[src/mse_regfile.sv]
// ----------------------------------------------------------------------------
// mse_regfile
// 32 x 32 register file, two registered read ports, one write port.
// Valid bits give the all-zero reset; a same-edge write is forwarded.
// ----------------------------------------------------------------------------
module mse_regfile (
  input  logic        clk,
  input  logic        rst_n,
  input  logic        re,
  input  logic [4:0]  ra_a,
  input  logic [4:0]  ra_b,
  input  logic        we,
  input  logic [4:0]  wa,
  input  logic [31:0] wd,
  output logic [31:0] rd_a,
  output logic [31:0] rd_b
);

  logic [31:0] mem [32];
  logic [31:0] valid_r;
  logic [31:0] rd_a_r;
  logic [31:0] rd_b_r;

  // Track written entries
  always_ff @(posedge clk) begin
    if (!rst_n) begin
      valid_r <= '0;
    end else if (we) begin
      valid_r[wa] <= 1'b1;
    end
  end

  // Write port
  always_ff @(posedge clk) begin
    if (we) begin
      mem[wa] <= wd;
    end
  end

  // Read ports, write-first on a same-entry collision
  always_ff @(posedge clk) begin
    if (re) begin
      rd_a_r <= (we && wa == ra_a) ? wd : (valid_r[ra_a] ? mem[ra_a] : '0);
      rd_b_r <= (we && wa == ra_b) ? wd : (valid_r[ra_b] ? mem[ra_b] : '0);
    end
  end

  assign rd_a = rd_a_r;
  assign rd_b = rd_b_r;

endmodule

[config.mk]
export PLATFORM = sky130hd
export DESIGN_NAME = mse_regfile
export DESIGN_NICKNAME = d
export VERILOG_FILES = /design/src/mse_regfile.sv
export SDC_FILE = /design/constraint.sdc
export NUM_CORES = 2
export LEC_CHECK = 0
export BUFFER_PORTS_ARGS = -buffer_cell sky130_fd_sc_hd__clkbuf_2
export CAP_MARGIN = 5
export CORE_MARGIN = 2
export CORE_UTILIZATION = 50
export CTS_BUF_LIST = sky130_fd_sc_hd__clkbuf_2
export DETAILED_ROUTE_END_ITERATION = 8
export GPL_ROUTABILITY_DRIVEN = 0
export GPL_TIMING_DRIVEN = 0
export MAX_ROUTING_LAYER = met4
export PLACE_DENSITY = 0.64
export SLEW_MARGIN = 20
export SYNTH_ARGS = -nofsm -noshare
export SYNTH_HDL_FRONTEND = slang
export SYNTH_SLANG_ARGS = --single-unit
[constraint.sdc]
create_clock -name clk -period 6.9 [get_ports clk]
set_clock_uncertainty 0.2 [all_clocks]
set_input_delay 0.69 -clock clk [delete_from_list [all_inputs] [get_ports clk]]
set_output_delay 0.69 -clock clk [all_outputs]
set_load 0.01 [all_outputs]
==> results.tsv <==
stage	metric	value	unit
finish	post-route-cell-area	0.0577	sq mm
clock_tree	cts_setup_buffers	0	
logic_synthesis	synth_top_area_share	0.645	
timing	finalHoldViolations	0	
drt	vias	30900	
place	portBuffers	103	
clock_tree	clock-sinks	1120	
critical_path	critPathKind	primary input to register	
grt	grt_pass1_wl	231000	um
drt	drt-initial-drc-count	4562	
grt	antenna_found_initial	4	
clock_tree	cts.clk_slew.worst_paths	100	ps
timing	maxSlewViolCount	0	
clock_tree	htreeDepth	5	
drt	viasPerCell	6.89	
logic_synthesis	ys.flop_type	edfxtp_1	
logic_synthesis	synth.most_common_cell	edfxtp_1	
drt	wl_per_cell	37.2	um
finish	drive_gt1_frac	0.424	
timing	rsz0062_at_grt	no	
floorplanning	io_pins	115	
critical_path	ff2ff_path_depth	6	
timing	setup_viol	0	
run_status	status	finished, final reports clean	
logic_synthesis	syn-num-nets	2462	
critical_path	reg2reg_from	valid_r[15]$_SDFFE_PN0P_	
place	post_dp_cell_area	0.0547	sq mm
logic_synthesis	syn_inst	2411	
critical_path	start_kind	primary input	
floorplanning	initial_core_util	0.505	
clock_tree	hold_buffers	58	
critical_path	worstSetupStartpoint	ra_a[1]	
drt	final_antenna_net_count	0	
finish	fin_nets	3001	
logic_synthesis	netlist_top_cells_area	edfxtp_1 65%, mux4_2 26%, a22oi_1 1.5%	
clock_tree	clock_latency	1570	ps
floorplanning	dieHeight	322	um
finish	syn_to_final_growth	14.0	%
timing	tightest_slew	1290	ps
critical_path	crit_arrival	4770	ps
logic_synthesis	synth.yosys.seq_area_share	0.658	
clock_tree	ctsResizeCount	0	
clock_tree	cts_made_buffers	310	
critical_path	crit_required	7810	ps
logic_synthesis	netlist-cell-type-count	41	
worst_hold_path	hold_class	primary input to register	
grt	overflow	0	
clock_tree	clk_path_buf_depth	4	
timing	tns	0	ps
grt	grt_max_degree	39	
critical_path	cp_max_fo	10	
power	ir_drop	149	uV
logic_synthesis	ys_seq_elements	1120	
critical_path	crit_path_end_kind	register	
logic_synthesis	synth_edf_count	1088	
logic_synthesis	netlist_top_cells_count	1088 x edfxtp_1, 582 x mux4_2, 122 x clkbuf_1	
logic_synthesis	async_reset_ff_frac	0	
run	maxCapViolCount	0	
timing	max-slew-margin-rel	0.139	
clock_tree	root_buffer	clkbuf_2	
place	dp_hpwl	113000	um
power	p_per_area	232	mW/mm^2
drt	wirelength	167000	um
worst_hold_path	min_from	re	
floorplanning	core	0.100	sq mm
clock_tree	cts_tree	done	
logic_synthesis	avgSynthCellArea	21.0	sq um
floorplanning	die_w	322	um
logic_synthesis	synth_area_leader_cell	edfxtp_1	
timing	fin_crit	3850	ps
logic_synthesis	yosys_warnings	0	
worst_hold_path	whs_path_depth	2	
drt	drt_first_pass_iters	6	
floorplanning	row_count	116	
grt	grt_pass1_vias	31900	
logic_synthesis	synthesis.area	0.0506	sq mm
floorplanning	dieArea	0.104	sq mm
grt	grt.total_usage	0.337	
power	p_leak	18.7	nW
drt	drc	0	
timing	max_freq	0.259	GHz
timing	post-route-period-util	0.559	
==> state kept, by name, indices dropped and copies added, names as in the netlist <==
register,flops
mem,1024
rd_a,32
rd_b,32
valid_r,32
==> per-stage QoR <==
step | utilization | total power [mW] | instances | hold WS [ps] | setup slack, ps
2_1_floorplan | - | 8.48 | 2411 | 252 | 3390
5_1_grt | 0.575 | 13.8 | 4490 | 56.2 | 3090
3_3_place_gp | 0.527 | 8.98 | 3871 | 262 | 711
4_1_cts | 0.575 | 13.4 | 4488 | 4.22 | 3250
3_5_place_dp | 0.545 | 9.04 | 3937 | 271 | 2170
6_report | 0.575 | 13.4 | 4490 | 122 | 3050
==> kinds of logic after synthesis <==
group	synth area share
simple gates	0.0229
mux	0.267
xor+xnor	0.00173
flops	0.658
buf+inv	0.0174
compound gates	0.0330
==> worst max-delay path: stages <==
cell and delay (ps):
dlygate4sd3_1 520, clkbuf_2 130, buf_2 300, buf_4 300, clkbuf_1 610, clkbuf_1 860, mux4_2 450, mux4_2 490
mux2i_1 170, o21ai_1 200
==> cells in the final DEF, fill, tap and decap left out, types with 6 or more instances in the layout <==
| cell type | n |
|---|---|
| a32o_1 | 32 |
| clkinv_1 | 41 |
| a22oi_1 | 98 |
| nand3b_1 | 38 |
| nand4_1 | 33 |
| dlygate4sd3_1 | 58 |
| mux2i_1 | 41 |
| dfxtp_1 | 32 |
| buf_2 | 62 |
| nor2_1 | 6 |
| buf_12 | 33 |
| clkbuf_2 | 561 |
| xor2_1 | 8 |
| nand2_1 | 98 |
| mux4_2 | 582 |
| clkbuf_1 | 108 |
| nor2_4 | 32 |
| edfxtp_1 | 1088 |
| o21a_1 | 36 |
| buf_16 | 32 |
| a21oi_1 | 6 |
| o21ai_1 | 31 |
==> final timing paths <==
path,to,slack (ps)
worst max-delay path,rd_a[3]$_DFFE_PP_,3050
worst max register to register,rd_a[3]$_DFFE_PP_,3420
worst min-delay path,rd_b[27]$_DFFE_PP_,120
worst min register to register,valid_r[6]$_SDFFE_PN0P_,290
==> power breakdown <==
| group | internal, mW | leakage (nW) | switching, mW |
|---|---|---|---|
| clock | 1.72 | 1.95 | 2.75 |
| sequential | 7.56 | 10.1 | 0.0386 |
| combinational | 0.536 | 6.57 | 0.799 |
==> per-layer routing <==
metal / GRT usage / up-vias / part of all wire / wire length (um)
met5: - / - / 0 / 0
met4: 0.168 / 0 / 0.053 / 8850
met3: 0.0884 / 496 / 0.12 / 19800
met2: 0.517 / 2382 / 0.48 / 79900
met1: 0.421 / 16200 / 0.35 / 58500
li1: - / 11800 / - / -
==> area by class of cell <==
type                       count  area (sq um)
fill                        7551         42600
sequential                  1120         33300
inverter                       4          15.0
buffer                       200           895
multi-input combinational   1087         16700
clock inverter                51           229
clock buffer                 442          2210
timing repair buffer         227          2650
antenna                        2          5.00
tap                         1357          1700
(Power assumes the default switching activity.)
