===== src/mse_pkg.sv =====
// ----------------------------------------------------------------------------
// mse_pkg
// Shared constants, codes and types of the MIPS subset executor.
// ----------------------------------------------------------------------------
package mse_pkg;

  localparam int unsigned DATA_WORDS_DEF = 16384;
  localparam logic [31:0] DATA_BASE_RST  = 32'h1000_0000;

  // Primary opcodes
  localparam logic [5:0] OP_RTYPE = 6'd0;
  localparam logic [5:0] OP_J     = 6'd2;
  localparam logic [5:0] OP_BEQ   = 6'd4;
  localparam logic [5:0] OP_BNE   = 6'd5;
  localparam logic [5:0] OP_ADDI  = 6'd8;
  localparam logic [5:0] OP_SLTI  = 6'd10;
  localparam logic [5:0] OP_ANDI  = 6'd12;
  localparam logic [5:0] OP_ORI   = 6'd13;
  localparam logic [5:0] OP_LUI   = 6'd15;
  localparam logic [5:0] OP_LB    = 6'd32;
  localparam logic [5:0] OP_LH    = 6'd33;
  localparam logic [5:0] OP_LW    = 6'd35;
  localparam logic [5:0] OP_LBU   = 6'd36;
  localparam logic [5:0] OP_LHU   = 6'd37;
  localparam logic [5:0] OP_SB    = 6'd40;
  localparam logic [5:0] OP_SH    = 6'd41;
  localparam logic [5:0] OP_SW    = 6'd43;

  // R-type function codes
  localparam logic [5:0] FN_SLL = 6'd0;
  localparam logic [5:0] FN_SRL = 6'd2;
  localparam logic [5:0] FN_ADD = 6'd32;
  localparam logic [5:0] FN_SUB = 6'd34;
  localparam logic [5:0] FN_AND = 6'd36;
  localparam logic [5:0] FN_OR  = 6'd37;
  localparam logic [5:0] FN_SLT = 6'd42;

  // Result status codes
  localparam logic [1:0] ST_OK      = 2'd0;
  localparam logic [1:0] ST_UNKNOWN = 2'd1;
  localparam logic [1:0] ST_RANGE   = 2'd2;

  // What the second stage has left to do
  typedef enum logic [1:0] {
    KIND_NONE,
    KIND_REG,
    KIND_MEM
  } kind_t;

  // Request state handed from the execute stage to the memory stage
  typedef struct packed {
    logic [1:0]  status;
    logic [31:0] next_pc;
    kind_t       kind;
    logic [5:0]  op;
    logic [1:0]  lo;
    logic [29:0] widx;
    logic [4:0]  dst;
    logic [31:0] val;
    logic [31:0] sdata;
  } e2_t;

endpackage


===== src/mse_exec.sv =====
// ----------------------------------------------------------------------------
// mse_exec
// Execute stage: decode, ALU, branch and jump target, effective address
// and range check. Pure combinational logic.
// ----------------------------------------------------------------------------
module mse_exec #(
  parameter int unsigned DATA_WORDS = mse_pkg::DATA_WORDS_DEF
) (
  input  logic [31:0]  instr,
  input  logic [31:0]  pc,
  input  logic [31:0]  a,
  input  logic [31:0]  b,
  input  logic [31:0]  base,
  output mse_pkg::e2_t res
);

  logic [5:0]  op;
  logic [5:0]  fn;
  logic [4:0]  rt;
  logic [4:0]  rd;
  logic [4:0]  shamt;
  logic [31:0] simm;
  logic [31:0] uimm;
  logic [31:0] pc_adv;
  logic [31:0] off;
  logic        in_range;

  assign op       = instr[31:26];
  assign rt       = instr[20:16];
  assign rd       = instr[15:11];
  assign shamt    = instr[10:6];
  assign fn       = instr[5:0];
  assign simm     = {{16{instr[15]}}, instr[15:0]};
  assign uimm     = {16'd0, instr[15:0]};
  assign pc_adv   = pc + 32'd4;
  assign off      = a + simm - base;
  assign in_range = off[31:2] < 30'(DATA_WORDS);

  // Decode and execute
  always_comb begin
    res         = '0;
    res.status  = mse_pkg::ST_OK;
    res.next_pc = pc_adv;
    res.kind    = mse_pkg::KIND_NONE;
    res.op      = op;
    res.lo      = off[1:0];
    res.widx    = off[31:2];
    res.sdata   = b;
    case (op)
      mse_pkg::OP_RTYPE: begin
        res.kind = mse_pkg::KIND_REG;
        res.dst  = rd;
        case (fn)
          mse_pkg::FN_ADD: res.val = a + b;
          mse_pkg::FN_SUB: res.val = a - b;
          mse_pkg::FN_AND: res.val = a & b;
          mse_pkg::FN_OR:  res.val = a | b;
          mse_pkg::FN_SLL: res.val = b << shamt;
          mse_pkg::FN_SRL: res.val = b >> shamt;
          mse_pkg::FN_SLT: res.val = {31'd0, $signed(a) < $signed(b)};
          default: begin
            res.kind   = mse_pkg::KIND_NONE;
            res.status = mse_pkg::ST_UNKNOWN;
          end
        endcase
      end
      mse_pkg::OP_J: begin
        res.next_pc = {pc_adv[31:28], instr[25:0], 2'b00};
      end
      mse_pkg::OP_BEQ, mse_pkg::OP_BNE: begin
        if ((a == b) == (op == mse_pkg::OP_BEQ)) begin
          res.next_pc = pc_adv + {simm[29:0], 2'b00};
        end
      end
      mse_pkg::OP_ADDI, mse_pkg::OP_SLTI, mse_pkg::OP_ANDI,
      mse_pkg::OP_ORI, mse_pkg::OP_LUI: begin
        res.kind = mse_pkg::KIND_REG;
        res.dst  = rt;
        case (op)
          mse_pkg::OP_ADDI: res.val = a + simm;
          mse_pkg::OP_ANDI: res.val = a & uimm;
          mse_pkg::OP_ORI:  res.val = a | uimm;
          mse_pkg::OP_LUI:  res.val = {instr[15:0], 16'd0};
          default:          res.val = {31'd0, $signed(a) < $signed(simm)};
        endcase
      end
      mse_pkg::OP_LB, mse_pkg::OP_LH, mse_pkg::OP_LW, mse_pkg::OP_LBU,
      mse_pkg::OP_LHU, mse_pkg::OP_SB, mse_pkg::OP_SH, mse_pkg::OP_SW: begin
        res.dst = rt;
        if (in_range) begin
          res.kind = mse_pkg::KIND_MEM;
        end else begin
          res.status = mse_pkg::ST_RANGE;
        end
      end
      default: begin
        res.status = mse_pkg::ST_UNKNOWN;
      end
    endcase
  end

endmodule


===== config.mk =====
export PLATFORM = sky130hd
export DESIGN_NAME = mse_exec
export DESIGN_NICKNAME = d
export VERILOG_FILES = /design/src/mse_pkg.sv /design/src/mse_exec.sv
export SDC_FILE = /design/constraint.sdc
export NUM_CORES = 1
export LEC_CHECK = 0
export BUFFER_PORTS_ARGS = -buffer_cell sky130_fd_sc_hd__buf_4
export CAP_MARGIN = 40
export CORE_ASPECT_RATIO = 1.25
export CORE_MARGIN = 8
export CORE_UTILIZATION = 35
export DETAILED_ROUTE_END_ITERATION = 6
export GPL_TIMING_DRIVEN = 1
export PLACE_DENSITY = 0.59
export SLEW_MARGIN = 20
export SYNTH_ARGS = -nofsm -noshare
export SYNTH_HDL_FRONTEND = slang
export SYNTH_SLANG_ARGS = --single-unit

===== constraint.sdc =====
create_clock -name vclk -period 10.4
set_input_delay 1.04 -clock vclk [all_inputs]
set_output_delay 1.04 -clock vclk [all_outputs]
set_load 0.1 [all_outputs]

==> metrics <==
Via density=6.35; post-CTS setup buffer count=0; Setup Crit Path Kind=primary input to primary output; global route overflow=0; filler instances=4,895; Slowest cell on crit path=or4_4; met1 GRT Util=34.2%; Gates resized, CTS repair=0; maximum fanout along the worst path=33; 1st-iter DRT viols=1,828; maximum vdd drop=161 uV; Slew headroom=40.1%; Synth Area in Simple Gates=20.4%; Cell Chain, Critical Path=buf_4 -> inv_1 -> ha_1 -> inv_1 -> a21oi_1 -> a21boi_0 -> o41ai_1 -> a31oi_1 -> xor2_1 -> ha_1 -> a21o_1 -> a31oi_1 -> o211ai_1 -> a311o_2 -> a31oi_4 -> nor4b_1 -> or3b_4 -> or4_4 -> nor4_4 -> and4b_1 -> buf_4; WP data required=9.36 ns; Clock buffer cells=0; first-pass GRT wire length=122 mm; Crit path largest cell delay=0.55 ns; GR Layer Usage met2=48.3%; hold crit path type=primary input to primary output; remaining antenna violation count=0; WL/cell=27.0 um; vias in the first global route=19,000; Max Slew Vio Count=0; seq_cells=0; Unique masters post-synth=92; P&R area growth vs syn=15.6%; pin count of the biggest net entering global routing=62; die area=0.0531 sq mm; Lkg Pwr=8.47 nW; initial core utilization=35.1%; commonest non-fill, non-tap cell in the layout=buf_4; Synth Area in Compound Gates=32.4%; Multi-input gate area=0.0146 sq mm; Post-Synth Adder-Cell Area=19.0%; Critical Path End=res[108]; pwr/cell area=109 mW/mm^2; DR DRC count=0; syn_area_per_cell=6.97 sq um; vias=19,400; YS warnings=0; fin crit share=79.6%; drt total wl=82.7 mm; largest cells by area after synthesis=ha_1, mux4_2, a21oi_1; cell row count=88; Synth Area in XOR/XNOR=6.70%; top-area cell type share of the netlist area=18.4%; Die H=256 um; post-DP HPWL=68.0 mm; post-layout net count=2,877; Max Cap Viol=0; cell count after synthesis=2,304; antenna violations before repair=2; GR peak layer=met2; RSZ-0062 raised after global routing=false; Max Fclk=121 MHz; Worst-Margin Slew=0.891 ns; register area=0 sq um; type of destination of the critical path=primary output; multiplexer share of the synthesized area=12.3%; Placer Congestion=1.02; GRT Resource Usage Total=29.1%; Startpoint Class=primary input; core area=0.0458 sq mm; Critical path origin=instr[15]; Area after DPL=0.0186 sq mm; share of cells above drive strength 1=18.0%; met3 usage=5.59%; outcome=completed; Die W=208 um; Post-Syn Nets=2,705; Data arrival, critical path=7.24 ns; # hold bufs at CTS=0; final hold viol count=0; # port buffers=303; commonest cells after routing, fill and taps aside=buf_4, nor2_1, ha_1; # setup viols final=0; worst hold slack=2.46 ns; setup_tns=0 ns; main combinational cell family by area after synthesis=compound AO/OA/AOI/OAI gates; DRT Pass-1 Iters=7; Top Ports=303; synthesized area=0.0161 sq mm; post-synth top area cell=ha_1; register area share after synthesis=0%; post-route design area=0.0186 sq mm; minimum clock period=8.28 ns
==> worst max-delay path, delay by kind of cell <==
kind | cells | cell delay, ns
xor+xnor | 1 | 0.25
simple gates | 5 | 1.44
fa+ha+maj | 2 | 0.89
buf+inv | 4 | 1.29
compound gates | 9 | 2.28
==> cells in the mapped netlist, types with 33 or more instances <==
| master | n |
|---|---|
| nor2_1 | 268 |
| clkbuf_1 | 96 |
| ha_1 | 236 |
| mux4_2 | 54 |
| o221ai_1 | 33 |
| nor3_1 | 59 |
| a21o_1 | 47 |
| inv_1 | 178 |
| nand3_1 | 42 |
| a21oi_1 | 202 |
| o21ai_0 | 123 |
| nand2_1 | 151 |
| buf_4 | 41 |
| mux2i_1 | 62 |
| xor2_1 | 37 |
| xnor2_1 | 86 |
| o211ai_1 | 34 |
==> layer usage <==
layer | share of wire (%) | wire length [um]
met3 | 8.0 | 6620
met2 | 46 | 37800
met4 | 7.8 | 6420
met1 | 39 | 31900
met5 | 0 | 0
==> where the power goes <==
group	switching, mW	internal (mW)	total (mW)
clock	0	0.0000000129	0.0000000129
combinational	1.46	0.562	2.02
sequential	0	0	0
total	1.46	0.562	2.02
==> final cells by class <==
| cell class | count | area share (%) |
|---|---|---|
| diodes | 1 | 0.0135 |
| inverters | 182 | 3.68 |
| multi-input cells | 1960 | 78.8 |
| well taps | 585 | 3.94 |
| repair buffers | 332 | 13.6 |
==> worst min path at each step <==
stage / start / to / slack (ns) / depth (start not counted)
5_1_grt: instr[30] / res[105] / 2.46 / 2
3_5_place_dp: instr[30] / res[105] / 2.46 / 2
6_report: instr[30] / res[105] / 2.46 / 2
3_3_place_gp: instr[30] / res[105] / 2.45 / 2
2_1_floorplan: b[0] / res[0] / 2.29 / 1
4_1_cts: instr[30] / res[105] / 2.46 / 2
==> per-stage QoR <==
stage                     worst slack [ns]  total power, mW  utilization [%]  instances
final                                 2.12             2.02             40.6       3060
after global routing                  1.87             2.12             40.6       3060
after CTS                             2.25             2.00             40.5       3057
after detailed placement              2.25             1.99             40.5       3057
after global placement                2.21             1.99             40.4       3052
after floorplan                      0.125             1.49                -       2304
==> cells by family (layout without fill, tap and decap cells) <==
logic type / count (synthesis) / in the layout
compound gates: 772 / 772
simple gates: 696 / 696
buf+inv: 344 / 514
fa+ha+maj: 241 / 241
mux: 128 / 128
xor+xnor: 123 / 123
other cells: 0 / 1
(Power assumes the default switching activity.)
